$ cat src/hdl/etx_pkg.sv
// shared types, character codes and defaults for the expression tokenizer
package etx_pkg;

    // default sizing of the token stores
    localparam int NAME_CHARS_DEF = 8;
    localparam int INT_BITS_DEF   = 32;
    localparam int FRAC_MAX_DEF   = 9;

    // fixed widths of the result fields
    localparam int NAME_TEXT_W = 64;
    localparam int NAME_LEN_W  = 4;
    localparam int INT_PART_W  = 32;
    localparam int FRAC_W      = 30;
    localparam int FRAC_CNT_W  = 4;

    // result queue depth, room for two tokens per character plus two in flight
    localparam int Q_DEPTH = 4;

    // character codes
    localparam logic [7:0] CH_NUL   = 8'h00;
    localparam logic [7:0] CH_SPACE = 8'h20;
    localparam logic [7:0] CH_UNDER = 8'h5F;
    localparam logic [7:0] CH_DOT   = 8'h2E;
    localparam logic [7:0] CH_PLUS  = 8'h2B;
    localparam logic [7:0] CH_MINUS = 8'h2D;
    localparam logic [7:0] CH_STAR  = 8'h2A;
    localparam logic [7:0] CH_SLASH = 8'h2F;
    localparam logic [7:0] CH_LPAR  = 8'h28;
    localparam logic [7:0] CH_RPAR  = 8'h29;
    localparam logic [7:0] CH_AMP   = 8'h26;
    localparam logic [7:0] CH_BAR   = 8'h7C;
    localparam logic [7:0] CH_EQ    = 8'h3D;
    localparam logic [7:0] CH_LT    = 8'h3C;
    localparam logic [7:0] CH_GT    = 8'h3E;
    localparam logic [7:0] CH_BANG  = 8'h21;
    localparam logic [7:0] CH_TAB   = 8'h09;
    localparam logic [7:0] CH_CR    = 8'h0D;

    typedef enum logic [3:0] {
        M_IDLE = 4'd0,
        M_NAME = 4'd1,
        M_INT  = 4'd2,
        M_FRAC = 4'd3,
        M_AMP  = 4'd4,
        M_BAR  = 4'd5,
        M_EQ   = 4'd6,
        M_LT   = 4'd7,
        M_GT   = 4'd8,
        M_BANG = 4'd9
    } t_lex_mode;

    typedef enum logic [4:0] {
        KIND_NAME   = 5'd0,
        KIND_NUMBER = 5'd1,
        KIND_END    = 5'd2,
        KIND_PLUS   = 5'd3,
        KIND_MINUS  = 5'd4,
        KIND_MUL    = 5'd5,
        KIND_DIV    = 5'd6,
        KIND_LPAR   = 5'd7,
        KIND_RPAR   = 5'd8,
        KIND_AND    = 5'd9,
        KIND_OR     = 5'd10,
        KIND_EQ     = 5'd11,
        KIND_LT     = 5'd12,
        KIND_LTEQ   = 5'd13,
        KIND_GT     = 5'd14,
        KIND_GTEQ   = 5'd15,
        KIND_NE     = 5'd16,
        KIND_NOT    = 5'd17,
        KIND_ERROR  = 5'd18
    } t_kind;

    typedef enum logic [2:0] {
        ERR_NONE   = 3'd0,
        ERR_AMP    = 3'd1,
        ERR_BAR    = 3'd2,
        ERR_EQ     = 3'd3,
        ERR_CHAR   = 3'd4
    } t_err;

    typedef struct packed {
        t_kind                   kind;
        logic [NAME_TEXT_W-1:0]  name_text;
        logic [NAME_LEN_W-1:0]   name_length;
        logic                    name_truncated;
        logic [INT_PART_W-1:0]   int_part;
        logic                    int_saturated;
        logic [FRAC_W-1:0]       frac_digits;
        logic [FRAC_CNT_W-1:0]   frac_count;
        t_err                    error_code;
        logic [7:0]              error_char;
        logic                    last;
    } t_token;

    // token with only its kind set
    function automatic t_token blank_token(input t_kind kind);
        t_token t;
        t      = '0;
        t.kind = kind;
        return t;
    endfunction

endpackage

$ cat src/hdl/etx_lexer.sv
// lexer state and per-character token decode
module etx_lexer #(
    parameter int NAME_CHARS = etx_pkg::NAME_CHARS_DEF,
    parameter int INT_BITS   = etx_pkg::INT_BITS_DEF,
    parameter int FRAC_MAX   = etx_pkg::FRAC_MAX_DEF
) (
    input  logic              i_clk,
    input  logic              i_rst_n,
    input  logic              i_accept,
    input  logic [7:0]        i_char,
    output logic [1:0]        o_res_valid,
    output etx_pkg::t_token   o_res [2]
);
    import etx_pkg::*;

    localparam int NAME_BITS = 8 * NAME_CHARS;
    localparam int NAME_CW   = $clog2(NAME_CHARS + 1);
    localparam int INT_EXT   = INT_BITS + 4;
    localparam int FRAC_SW   = $clog2(FRAC_MAX + 1);
    localparam int FRAC_EXT  = FRAC_W + 4;

    t_lex_mode              r_mode, n_mode;
    logic [NAME_BITS-1:0]   r_name_store, n_name_store;
    logic [NAME_CW-1:0]     r_name_count, n_name_count;
    logic                   r_name_ovf, n_name_ovf;
    logic [INT_BITS-1:0]    r_int_acc, n_int_acc;
    logic                   r_int_ovf, n_int_ovf;
    logic [FRAC_W-1:0]      r_frac_acc, n_frac_acc;
    logic [FRAC_SW-1:0]     r_frac_seen, n_frac_seen;

    // character classes
    logic       is_letter, is_digit, is_space, is_name_ch;
    logic [3:0] digit;

    assign is_letter  = (i_char >= 8'h61 && i_char <= 8'h7A) ||
                        (i_char >= 8'h41 && i_char <= 8'h5A);
    assign is_digit   = (i_char >= 8'h30 && i_char <= 8'h39);
    assign is_space   = (i_char == CH_SPACE) || (i_char >= CH_TAB && i_char <= CH_CR);
    assign is_name_ch = is_letter || is_digit || (i_char == CH_UNDER);
    assign digit      = i_char[3:0];

    // character continues the pending token
    logic consumed;
    always_comb begin
        unique case (r_mode) inside
            M_NAME:             consumed = is_name_ch;
            M_INT:              consumed = is_digit || (i_char == CH_DOT);
            M_FRAC:             consumed = is_digit;
            M_AMP:              consumed = (i_char == CH_AMP);
            M_BAR:              consumed = (i_char == CH_BAR);
            M_EQ:               consumed = (i_char == CH_EQ);
            M_LT, M_GT, M_BANG: consumed = (i_char == CH_EQ);
            default:            consumed = 1'b0;
        endcase
    end

    // accumulator updates
    logic [NAME_BITS-1:0] name_added;
    logic                 name_room;
    logic [INT_EXT-1:0]   int_prod;
    logic                 int_sat;
    logic [FRAC_EXT-1:0]  frac_prod;

    assign name_room = r_name_count < NAME_CW'(NAME_CHARS);

    always_comb begin
        name_added = r_name_store;
        for (int k = 0; k < NAME_CHARS; k++) begin
            if (r_name_count == NAME_CW'(k)) begin
                name_added[8*k +: 8] = i_char;
            end
        end
    end

    assign int_prod  = (INT_EXT'(r_int_acc) << 3) + (INT_EXT'(r_int_acc) << 1) +
                       INT_EXT'(digit);
    assign int_sat   = r_int_ovf || (|int_prod[INT_EXT-1:INT_BITS]);
    assign frac_prod = (FRAC_EXT'(r_frac_acc) << 3) + (FRAC_EXT'(r_frac_acc) << 1) +
                       FRAC_EXT'(digit);

    // mode entered from idle on a character
    t_lex_mode idle_mode;
    always_comb begin
        if (is_letter) begin
            idle_mode = M_NAME;
        end else if (is_digit) begin
            idle_mode = M_INT;
        end else begin
            case (i_char)
                CH_AMP:  idle_mode = M_AMP;
                CH_BAR:  idle_mode = M_BAR;
                CH_EQ:   idle_mode = M_EQ;
                CH_LT:   idle_mode = M_LT;
                CH_GT:   idle_mode = M_GT;
                CH_BANG: idle_mode = M_BANG;
                default: idle_mode = M_IDLE;
            endcase
        end
    end

    // next state
    always_comb begin
        n_mode       = r_mode;
        n_name_store = r_name_store;
        n_name_count = r_name_count;
        n_name_ovf   = r_name_ovf;
        n_int_acc    = r_int_acc;
        n_int_ovf    = r_int_ovf;
        n_frac_acc   = r_frac_acc;
        n_frac_seen  = r_frac_seen;
        if (consumed) begin
            unique case (r_mode) inside
                M_NAME: begin
                    if (name_room) begin
                        n_name_store = name_added;
                        n_name_count = r_name_count + NAME_CW'(1);
                    end else begin
                        n_name_ovf = 1'b1;
                    end
                end
                M_INT: begin
                    if (is_digit) begin
                        n_int_acc = int_sat ? {INT_BITS{1'b1}} : int_prod[INT_BITS-1:0];
                        n_int_ovf = int_sat;
                    end else begin
                        n_mode = M_FRAC;
                    end
                end
                M_FRAC: begin
                    if (r_frac_seen < FRAC_SW'(FRAC_MAX)) begin
                        n_frac_acc  = frac_prod[FRAC_W-1:0];
                        n_frac_seen = r_frac_seen + FRAC_SW'(1);
                    end
                end
                default: begin
                    // two-character operator finished
                    n_mode       = M_IDLE;
                    n_name_store = '0;
                    n_name_count = '0;
                    n_name_ovf   = 1'b0;
                    n_int_acc    = '0;
                    n_int_ovf    = 1'b0;
                    n_frac_acc   = '0;
                    n_frac_seen  = '0;
                end
            endcase
        end else begin
            // character handled afresh from idle
            n_mode       = idle_mode;
            n_name_store = is_letter ? NAME_BITS'(i_char) : '0;
            n_name_count = is_letter ? NAME_CW'(1) : '0;
            n_name_ovf   = 1'b0;
            n_int_acc    = is_digit ? INT_BITS'(digit) : '0;
            n_int_ovf    = 1'b0;
            n_frac_acc   = '0;
            n_frac_seen  = '0;
        end
    end

    always_ff @(posedge i_clk) begin
        if (!i_rst_n) begin
            r_mode       <= M_IDLE;
            r_name_store <= '0;
            r_name_count <= '0;
            r_name_ovf   <= 1'b0;
            r_int_acc    <= '0;
            r_int_ovf    <= 1'b0;
            r_frac_acc   <= '0;
            r_frac_seen  <= '0;
        end else if (i_accept) begin
            r_mode       <= n_mode;
            r_name_store <= n_name_store;
            r_name_count <= n_name_count;
            r_name_ovf   <= n_name_ovf;
            r_int_acc    <= n_int_acc;
            r_int_ovf    <= n_int_ovf;
            r_frac_acc   <= n_frac_acc;
            r_frac_seen  <= n_frac_seen;
        end
    end

    // token of the pending mode, flushed or completed by this character
    t_token pend_tok;
    logic   pend_valid;
    always_comb begin
        pend_tok   = blank_token(KIND_ERROR);
        pend_valid = (r_mode != M_IDLE) && !(consumed && (r_mode == M_NAME ||
                     r_mode == M_INT || r_mode == M_FRAC));
        unique case (r_mode) inside
            M_NAME: begin
                pend_tok                = blank_token(KIND_NAME);
                pend_tok.name_text      = NAME_TEXT_W'(r_name_store);
                pend_tok.name_length    = NAME_LEN_W'(r_name_count);
                pend_tok.name_truncated = r_name_ovf;
            end
            M_INT, M_FRAC: begin
                pend_tok               = blank_token(KIND_NUMBER);
                pend_tok.int_part      = INT_PART_W'(r_int_acc);
                pend_tok.int_saturated = r_int_ovf;
                pend_tok.frac_digits   = r_frac_acc;
                pend_tok.frac_count    = FRAC_CNT_W'(r_frac_seen);
            end
            M_AMP: begin
                if (consumed) begin
                    pend_tok = blank_token(KIND_AND);
                end else begin
                    pend_tok.error_code = ERR_AMP;
                    pend_tok.error_char = CH_AMP;
                end
            end
            M_BAR: begin
                if (consumed) begin
                    pend_tok = blank_token(KIND_OR);
                end else begin
                    pend_tok.error_code = ERR_BAR;
                    pend_tok.error_char = CH_BAR;
                end
            end
            M_EQ: begin
                if (consumed) begin
                    pend_tok = blank_token(KIND_EQ);
                end else begin
                    pend_tok.error_code = ERR_EQ;
                    pend_tok.error_char = CH_EQ;
                end
            end
            M_LT:    pend_tok = blank_token(consumed ? KIND_LTEQ : KIND_LT);
            M_GT:    pend_tok = blank_token(consumed ? KIND_GTEQ : KIND_GT);
            M_BANG:  pend_tok = blank_token(consumed ? KIND_NE : KIND_NOT);
            default: pend_tok = blank_token(KIND_ERROR);
        endcase
    end

    // token emitted straight from idle
    t_token idle_tok;
    logic   idle_emits;
    always_comb begin
        idle_tok   = blank_token(KIND_ERROR);
        idle_emits = 1'b1;
        if (is_space || is_letter || is_digit) begin
            idle_emits = 1'b0;
        end else begin
            case (i_char)
                CH_NUL:   idle_tok = blank_token(KIND_END);
                CH_PLUS:  idle_tok = blank_token(KIND_PLUS);
                CH_MINUS: idle_tok = blank_token(KIND_MINUS);
                CH_STAR:  idle_tok = blank_token(KIND_MUL);
                CH_SLASH: idle_tok = blank_token(KIND_DIV);
                CH_LPAR:  idle_tok = blank_token(KIND_LPAR);
                CH_RPAR:  idle_tok = blank_token(KIND_RPAR);
                CH_AMP, CH_BAR, CH_EQ, CH_LT, CH_GT, CH_BANG: idle_emits = 1'b0;
                default: begin
                    idle_tok.error_code = ERR_CHAR;
                    idle_tok.error_char = i_char;
                end
            endcase
        end
    end

    // pack results in order, flushed token first
    logic idle_valid;
    assign idle_valid = !consumed && idle_emits;

    always_comb begin
        if (pend_valid) begin
            o_res[0]    = pend_tok;
            o_res[1]    = idle_tok;
            o_res_valid = {idle_valid, 1'b1};
        end else begin
            o_res[0]    = idle_tok;
            o_res[1]    = idle_tok;
            o_res_valid = {1'b0, idle_valid};
        end
        o_res[0].last = !o_res_valid[1];
        o_res[1].last = 1'b1;
    end

    a_pair_order: assert property (@(posedge i_clk) disable iff (!i_rst_n)
        o_res_valid[1] |-> o_res_valid[0] && !o_res[0].last && o_res[1].last)
        else $error("second result without a non-last first result");

    a_pair_needs_pending: assert property (@(posedge i_clk) disable iff (!i_rst_n)
        o_res_valid[1] |-> r_mode != M_IDLE)
        else $error("two results from idle");

    a_end_goes_idle: assert property (@(posedge i_clk) disable iff (!i_rst_n)
        (i_accept && i_char == CH_NUL) |=> r_mode == M_IDLE)
        else $error("end of text left a token pending");

endmodule

$ cat src/hdl/etx_result_queue.sv
// small register queue for result tokens, up to two pushes per cycle
module etx_result_queue (
    input  logic              i_clk,
    input  logic              i_rst_n,
    input  logic [1:0]        i_push,
    input  etx_pkg::t_token   i_push_tok [2],
    input  logic              i_pop,
    output logic              o_valid,
    output logic              o_full,
    output etx_pkg::t_token   o_head
);
    import etx_pkg::*;

    localparam int PTR_W = $clog2(Q_DEPTH);
    localparam int CNT_W = $clog2(Q_DEPTH + 1);

    t_token             r_entry [Q_DEPTH];
    logic [PTR_W-1:0]   r_wr, n_wr;
    logic [PTR_W-1:0]   r_rd, n_rd;
    logic [CNT_W-1:0]   r_count, n_count;
    logic [PTR_W-1:0]   wr_second;
    logic [CNT_W-1:0]   push_n;
    logic               pop_ok;

    assign wr_second = r_wr + PTR_W'(1);
    assign push_n    = CNT_W'(i_push[0]) + CNT_W'(i_push[1]);
    assign pop_ok    = i_pop && (r_count != '0);

    always_comb begin
        n_wr    = r_wr + PTR_W'(push_n);
        n_rd    = pop_ok ? r_rd + PTR_W'(1) : r_rd;
        n_count = r_count + push_n - CNT_W'(pop_ok);
    end

    always_ff @(posedge i_clk) begin
        if (!i_rst_n) begin
            r_wr    <= '0;
            r_rd    <= '0;
            r_count <= '0;
        end else begin
            r_wr    <= n_wr;
            r_rd    <= n_rd;
            r_count <= n_count;
        end
    end

    always_ff @(posedge i_clk) begin
        if (i_push[0]) begin
            r_entry[r_wr] <= i_push_tok[0];
        end
        if (i_push[1]) begin
            r_entry[wr_second] <= i_push_tok[1];
        end
    end

    assign o_valid = (r_count != '0);
    // keep room for a full pair of results
    assign o_full  = r_count > CNT_W'(Q_DEPTH - 2);
    assign o_head  = r_entry[r_rd];

    a_count_bound: assert property (@(posedge i_clk) disable iff (!i_rst_n)
        r_count <= CNT_W'(Q_DEPTH))
        else $error("result queue overflow");

    a_push_has_room: assert property (@(posedge i_clk) disable iff (!i_rst_n)
        (i_push != 2'b00) |-> !o_full)
        else $error("push into a full result queue");

    a_pop_drains: assert property (@(posedge i_clk) disable iff (!i_rst_n)
        (pop_ok && i_push == 2'b00) |=> r_count == $past(r_count) - CNT_W'(1))
        else $error("pop did not drain the queue");

endmodule

$ cat src/hdl/expression_tokenizer_core.sv
// top level of the expression tokenizer: lexer plus result queue
//
// usage
//   input channel: one ASCII character per transaction on i_char_in, taken
//   when i_valid is high and o_stall is low; a zero character marks end of
//   text. output channel: one token per transaction on the o_* field ports,
//   taken when o_valid is high and i_stall is low; o_last marks the final
//   token caused by one character.
//   a character either extends the pending token or flushes it, so it gives
//   zero, one or two tokens (a flushed token, then one from the character).
//   a token is written into the result queue when the character that
//   completes it is taken. throughput: one character per cycle while
//   o_stall is low; the token rate is bounded by one per cycle at the
//   output, so bursts of two-token characters fill the four-entry result
//   queue. o_stall rises once the queue holds more than two tokens, keeping
//   room for a full pair; while the receiver stalls, the head token holds and
//   characters keep being taken until that point.
//   reset (synchronous, active low) empties the queue and returns the lexer
//   to idle with all accumulators cleared.
module expression_tokenizer_core #(
    parameter int NAME_CHARS = etx_pkg::NAME_CHARS_DEF,
    parameter int INT_BITS   = etx_pkg::INT_BITS_DEF,
    parameter int FRAC_MAX   = etx_pkg::FRAC_MAX_DEF
) (
    input  logic         i_clk,
    input  logic         i_rst_n,
    // character input
    input  logic         i_valid,
    output logic         o_stall,
    input  logic [7:0]   i_char_in,
    // token output
    output logic         o_valid,
    input  logic         i_stall,
    output logic [4:0]   o_token_kind,
    output logic [63:0]  o_name_text,
    output logic [3:0]   o_name_length,
    output logic         o_name_truncated,
    output logic [31:0]  o_int_part,
    output logic         o_int_saturated,
    output logic [29:0]  o_frac_digits,
    output logic [3:0]   o_frac_count,
    output logic [2:0]   o_error_code,
    output logic [7:0]   o_error_char,
    output logic         o_last
);
    import etx_pkg::*;

    logic       in_accept;
    logic       q_full;
    logic [1:0] res_valid;
    t_token     res_tok [2];
    t_token     head;

    // character taken only while the queue has room for two tokens
    assign in_accept = i_valid && !q_full;
    assign o_stall   = q_full;

    etx_lexer #(
        .NAME_CHARS (NAME_CHARS),
        .INT_BITS   (INT_BITS),
        .FRAC_MAX   (FRAC_MAX)
    ) u_lexer (
        .i_clk       (i_clk),
        .i_rst_n     (i_rst_n),
        .i_accept    (in_accept),
        .i_char      (i_char_in),
        .o_res_valid (res_valid),
        .o_res       (res_tok)
    );

    // results only count when their character is actually taken
    etx_result_queue u_queue (
        .i_clk      (i_clk),
        .i_rst_n    (i_rst_n),
        .i_push     (res_valid & {2{in_accept}}),
        .i_push_tok (res_tok),
        .i_pop      (!i_stall),
        .o_valid    (o_valid),
        .o_full     (q_full),
        .o_head     (head)
    );

    // head token fanned out to the field ports
    assign o_token_kind     = head.kind;
    assign o_name_text      = head.name_text;
    assign o_name_length    = head.name_length;
    assign o_name_truncated = head.name_truncated;
    assign o_int_part       = head.int_part;
    assign o_int_saturated  = head.int_saturated;
    assign o_frac_digits    = head.frac_digits;
    assign o_frac_count     = head.frac_count;
    assign o_error_code     = head.error_code;
    assign o_error_char     = head.error_char;
    assign o_last           = head.last;

endmodule
$ cat config.mk
export PLATFORM = sky130hd
export DESIGN_NAME = expression_tokenizer_core
export DESIGN_NICKNAME = d
export VERILOG_FILES = /design/src/hdl/etx_pkg.sv /design/src/hdl/etx_lexer.sv /design/src/hdl/etx_result_queue.sv /design/src/hdl/expression_tokenizer_core.sv
export SDC_FILE = /design/constraint.sdc
export NUM_CORES = 2
export LEC_CHECK = 0
export ABC_AREA = 1
export BUFFER_PORTS_ARGS = -buffer_cell sky130_fd_sc_hd__buf_2
export CAP_MARGIN = 20
export CORE_ASPECT_RATIO = 1.5
export CORE_MARGIN = 1.5
export CORE_UTILIZATION = 42
export DETAILED_ROUTE_END_ITERATION = 8
export GPL_TIMING_DRIVEN = 1
export MAX_ROUTING_LAYER = met4
export PLACE_DENSITY_LB_ADDON = 0.2
export REMOVE_ABC_BUFFERS = 1
export SYNTH_ARGS = -nofsm -noshare
export SYNTH_HDL_FRONTEND = slang
export SYNTH_SLANG_ARGS = --single-unit
export TNS_END_PERCENT = 10
$ cat constraint.sdc
create_clock -name i_clk -period 4.2 [get_ports i_clk]
set_input_delay 0.21 -clock i_clk [delete_from_list [all_inputs] [get_ports i_clk]]
set_output_delay 0.21 -clock i_clk [all_outputs]
set_load 0.02 [all_outputs]
==> impl_metrics.tcl <==
set metrics [dict create \
    status "finished, final reports clean" \
    netlist-cell-type-count 44 \
    finalNonFillerCells 7230 \
    yosys.cell_count.top_type "sky130_fd_sc_hd__nand2_1" \
    areaGrowthSynthToFinish_pct 10.7 \
    max_cap_violations 0 \
    p_leak_uw 0.0223 \
    relSlewSlack_pct 28.6 \
    cts_root_cell "sky130_fd_sc_hd__clkbuf_16" \
    post_drt_wl_per_cell_um 17.2 \
    clock_tree.htree_level_count 3 \
    hp-class "in2reg" \
    totalNegativeSetupSlack_ns 0 \
    dpl_cell_area_um2 41100 \
    synth-seq-cells 761 \
    grt_pass1_vias 36100 \
    io-pin-count 167 \
    timing.hold.worst_endpoint "u_lexer.r_name_store[5]" \
    hold_path_startpoint "i_char_in[5]" \
    die_y_um 379 \
    avgViaCountPerCell 5.16 \
    place_congestion 0.918 \
    grt_setup_unrepaired "false" \
    clock-sinks 761 \
    timing.critical_path.arrival_ns 4.07 \
    fin_worst_skew_ns 0.0245 \
    hold-path-cell-count 5 \
    path_depth_of_the_worst_reg2reg_path 18 \
    utilization_pct 47.0 \
    grt_max_degree 187 \
    total_number_of_vias 37300 \
    avgSynthCellArea_um2 6.64 \
    timing_worst_setup_path_type "reg2reg" \
    synthCells 5960 \
    finalWirelength_um 124000 \
    grt_antenna_before_repair 5 \
    ys_top_cells_by_count "sky130_fd_sc_hd__nand2_1, sky130_fd_sc_hd__nor2_1, sky130_fd_sc_hd__dfxtp_1" \
    yosys_top_cell_by_area "sky130_fd_sc_hd__dfxtp_1" \
    grt_overflow_total 0 \
    die_x_um 254 \
    worst_setup_path_end_kind "flip-flop" \
    synth_edf_count 56 \
    synth.area.top_cells "sky130_fd_sc_hd__dfxtp_1, sky130_fd_sc_hd__nand2_1, sky130_fd_sc_hd__nor2_1" \
    cts_tree "built" \
    drt_first_iter_violations 2440 \
    dp_hpwl_um 78300 \
    detailedRoute.firstPassIterationCount 5 \
    clockBufferDepth 3 \
    final.min_clock_period_ns 3.68 \
    path_clk_slew_ns 0.07 \
    timing.rr.end "u_queue.r_entry[2][5]" \
    rows 137 \
    crit_required_ns 4.59 \
    cts.repair_timing.setup_buffer_count 0 \
    grt_pass1_wl_um 196000 \
    period_share_pct 87.7 \
    power_density_nw_per_um2 590 \
    worstMarginPinSlew_ns 1.07 \
    cts_buffers 79 \
    synth_warnings 0 \
    startpoint_type_of_the_worst_setup_path "flip-flop" \
    synth_largest_type_area_fraction_pct 35.7 \
    ys_async_sr_fraction_pct 0 \
    irDropWorstVdd_mv 0.419 \
    synth_seq_area_share_pct 39.9 \
    drc_violations_left 0 \
    worst_hold_margin_ns 0.0998 \
    regToRegSetupSlack_ns 0.52 \
    synth.cell_area_um2 39600 \
    core_area_um2 93200 \
    final_max_slew_viol_count 0 \
    start_util_pct 42.4 \
    postRouteAntennaNets 0 \
    cts.hold.buffers_added 4 \
    post_place_cells 7080 \
    clk-insertion-delay-late_ns 0.68 \
    placement.io_buffers 166 \
    crit-reg2reg-launch "u_lexer.r_mode[1]" \
    die_area_um2 96100 \
    fmaxAchievable_mhz 272 \
    layout.filler_cells 9920 \
    layout.nets 6060 \
    final_layout_size_suffix_gt1_share_pct 6.85 \
    gr-usage-all-layers_pct 26.4 \
    postcts_resize_cnt 0 \
    synthFlopType "sky130_fd_sc_hd__dfxtp_1" \
    final_hold_viol_count 0 \
    fin_area_um2 43800 \
    crit_fanout 61 \
    report.final.setup_viol 0 \
]
how the worst max path moves through the flow:
stage	startpoint	to	slack, ns	depth (start not counted)
6_report	u_lexer.r_mode[1]	u_queue.r_entry[2][5]	0.52	18
5_1_grt	u_lexer.r_int_acc[0]	u_lexer.r_int_acc[18]	0.18	21
4_1_cts	u_lexer.r_mode[1]	u_queue.r_entry[2][6]	0.55	18
3_5_place_dp	i_char_in[3]	u_lexer.r_int_acc[12]	0.42	22
3_3_place_gp	i_char_in[3]	u_lexer.r_int_acc[9]	0.50	22
2_1_floorplan	flip-flop	o_error_char[0]	-7.68	3
sequential cells by signal, indices dropped and copies added, names as in the netlist, named ones only:
register / count
u_lexer.r_frac_seen: 4
u_lexer.r_int_ovf: 1
u_lexer.r_int_acc: 32
u_queue.r_count: 3
u_queue.r_entry: 612
u_lexer.r_mode: 4
u_lexer.r_frac_acc: 30
u_queue.r_rd: 2
u_lexer.r_name_count: 4
u_lexer.r_name_store: 64
u_queue.r_wr: 2
u_lexer.r_name_ovf: 1
layout by cell type (no fill, tap or decap), drive strengths merged, types with 14 or more instances in the layout:
cell and count:
a21oi 180, buf 236, clkbuf 110, clkinv 20
dfxtp 705, edfxtp 56, ha 128, inv 700
nand2 1251, nand3 518, nand3b 16, nand4 32
nor2 1029, nor3 68, o21ai 670, o22ai 157
xnor2 14, xor2 25
per-stage QoR:
step	power (uW)	setup WS, ns
final	25800	0.517
after global routing	27600	0.183
after CTS	26000	0.551
after detailed placement	18800	0.416
after global placement	18600	0.501
after floorplan	15900	-7.68
layout make-up:
cell class	count	area [um^2]	area share (%)
flip-flops and latches	761	15800	36.1
clock buffers	110	2230	5.10
repair buffers	240	1620	3.70
inverters	699	2640	6.01
diodes	4	10.0	0.0228
multi-input cells	4134	19600	44.7
well taps	1251	1570	3.57
clock inverters	31	370	0.845
per-layer routing:
| metal | share of wire [%] | GRT usage, % | wire (um) |
|---|---|---|---|
| met5 | 0 | - | 0 |
| met4 | 3.4 | 10.3 | 4230 |
| met1 | 42 | 30.4 | 52800 |
| met3 | 4.0 | 2.76 | 4990 |
| met2 | 50 | 46.8 | 62400 |
cells by family (layout without fill, tap and decap cells):
group,after synthesis,after routing,share of synthesized area [%]
simple gates,2931,2931,30.4
buf+inv,1065,1080,10.8
compound gates,1031,1031,13.7
flops,761,761,39.9
fa+ha+maj,133,133,4.30
xor+xnor,39,39,0.863
other cells,0,4,0
worst max-delay path, cell delays in order (launching register included):
cell and delay (ns):
sky130_fd_sc_hd__dfxtp_1 0.35, sky130_fd_sc_hd__inv_1 0.21, sky130_fd_sc_hd__nand2_1 0.19, sky130_fd_sc_hd__nor2_1 0.17
sky130_fd_sc_hd__nand3_1 0.08, sky130_fd_sc_hd__nand2_1 0.07, sky130_fd_sc_hd__inv_1 0.04, sky130_fd_sc_hd__nand2_1 0.09
sky130_fd_sc_hd__nor2_4 0.07, sky130_fd_sc_hd__nand3_2 0.08, sky130_fd_sc_hd__nand2_4 0.28, sky130_fd_sc_hd__inv_2 0.15
sky130_fd_sc_hd__nand2_2 0.15, sky130_fd_sc_hd__buf_4 0.24, sky130_fd_sc_hd__nand3_4 0.10, sky130_fd_sc_hd__buf_4 0.59
sky130_fd_sc_hd__inv_2 0.30, sky130_fd_sc_hd__nand2_1 0.12, sky130_fd_sc_hd__o21ai_0 0.09
where the power goes:
group	internal, uW	switching [uW]	leakage (uW)
Clock	4110	3090	0.00127
Combinational	2590	6200	0.0147
Sequential	9030	805	0.00633
(Power assumes the default switching activity.)
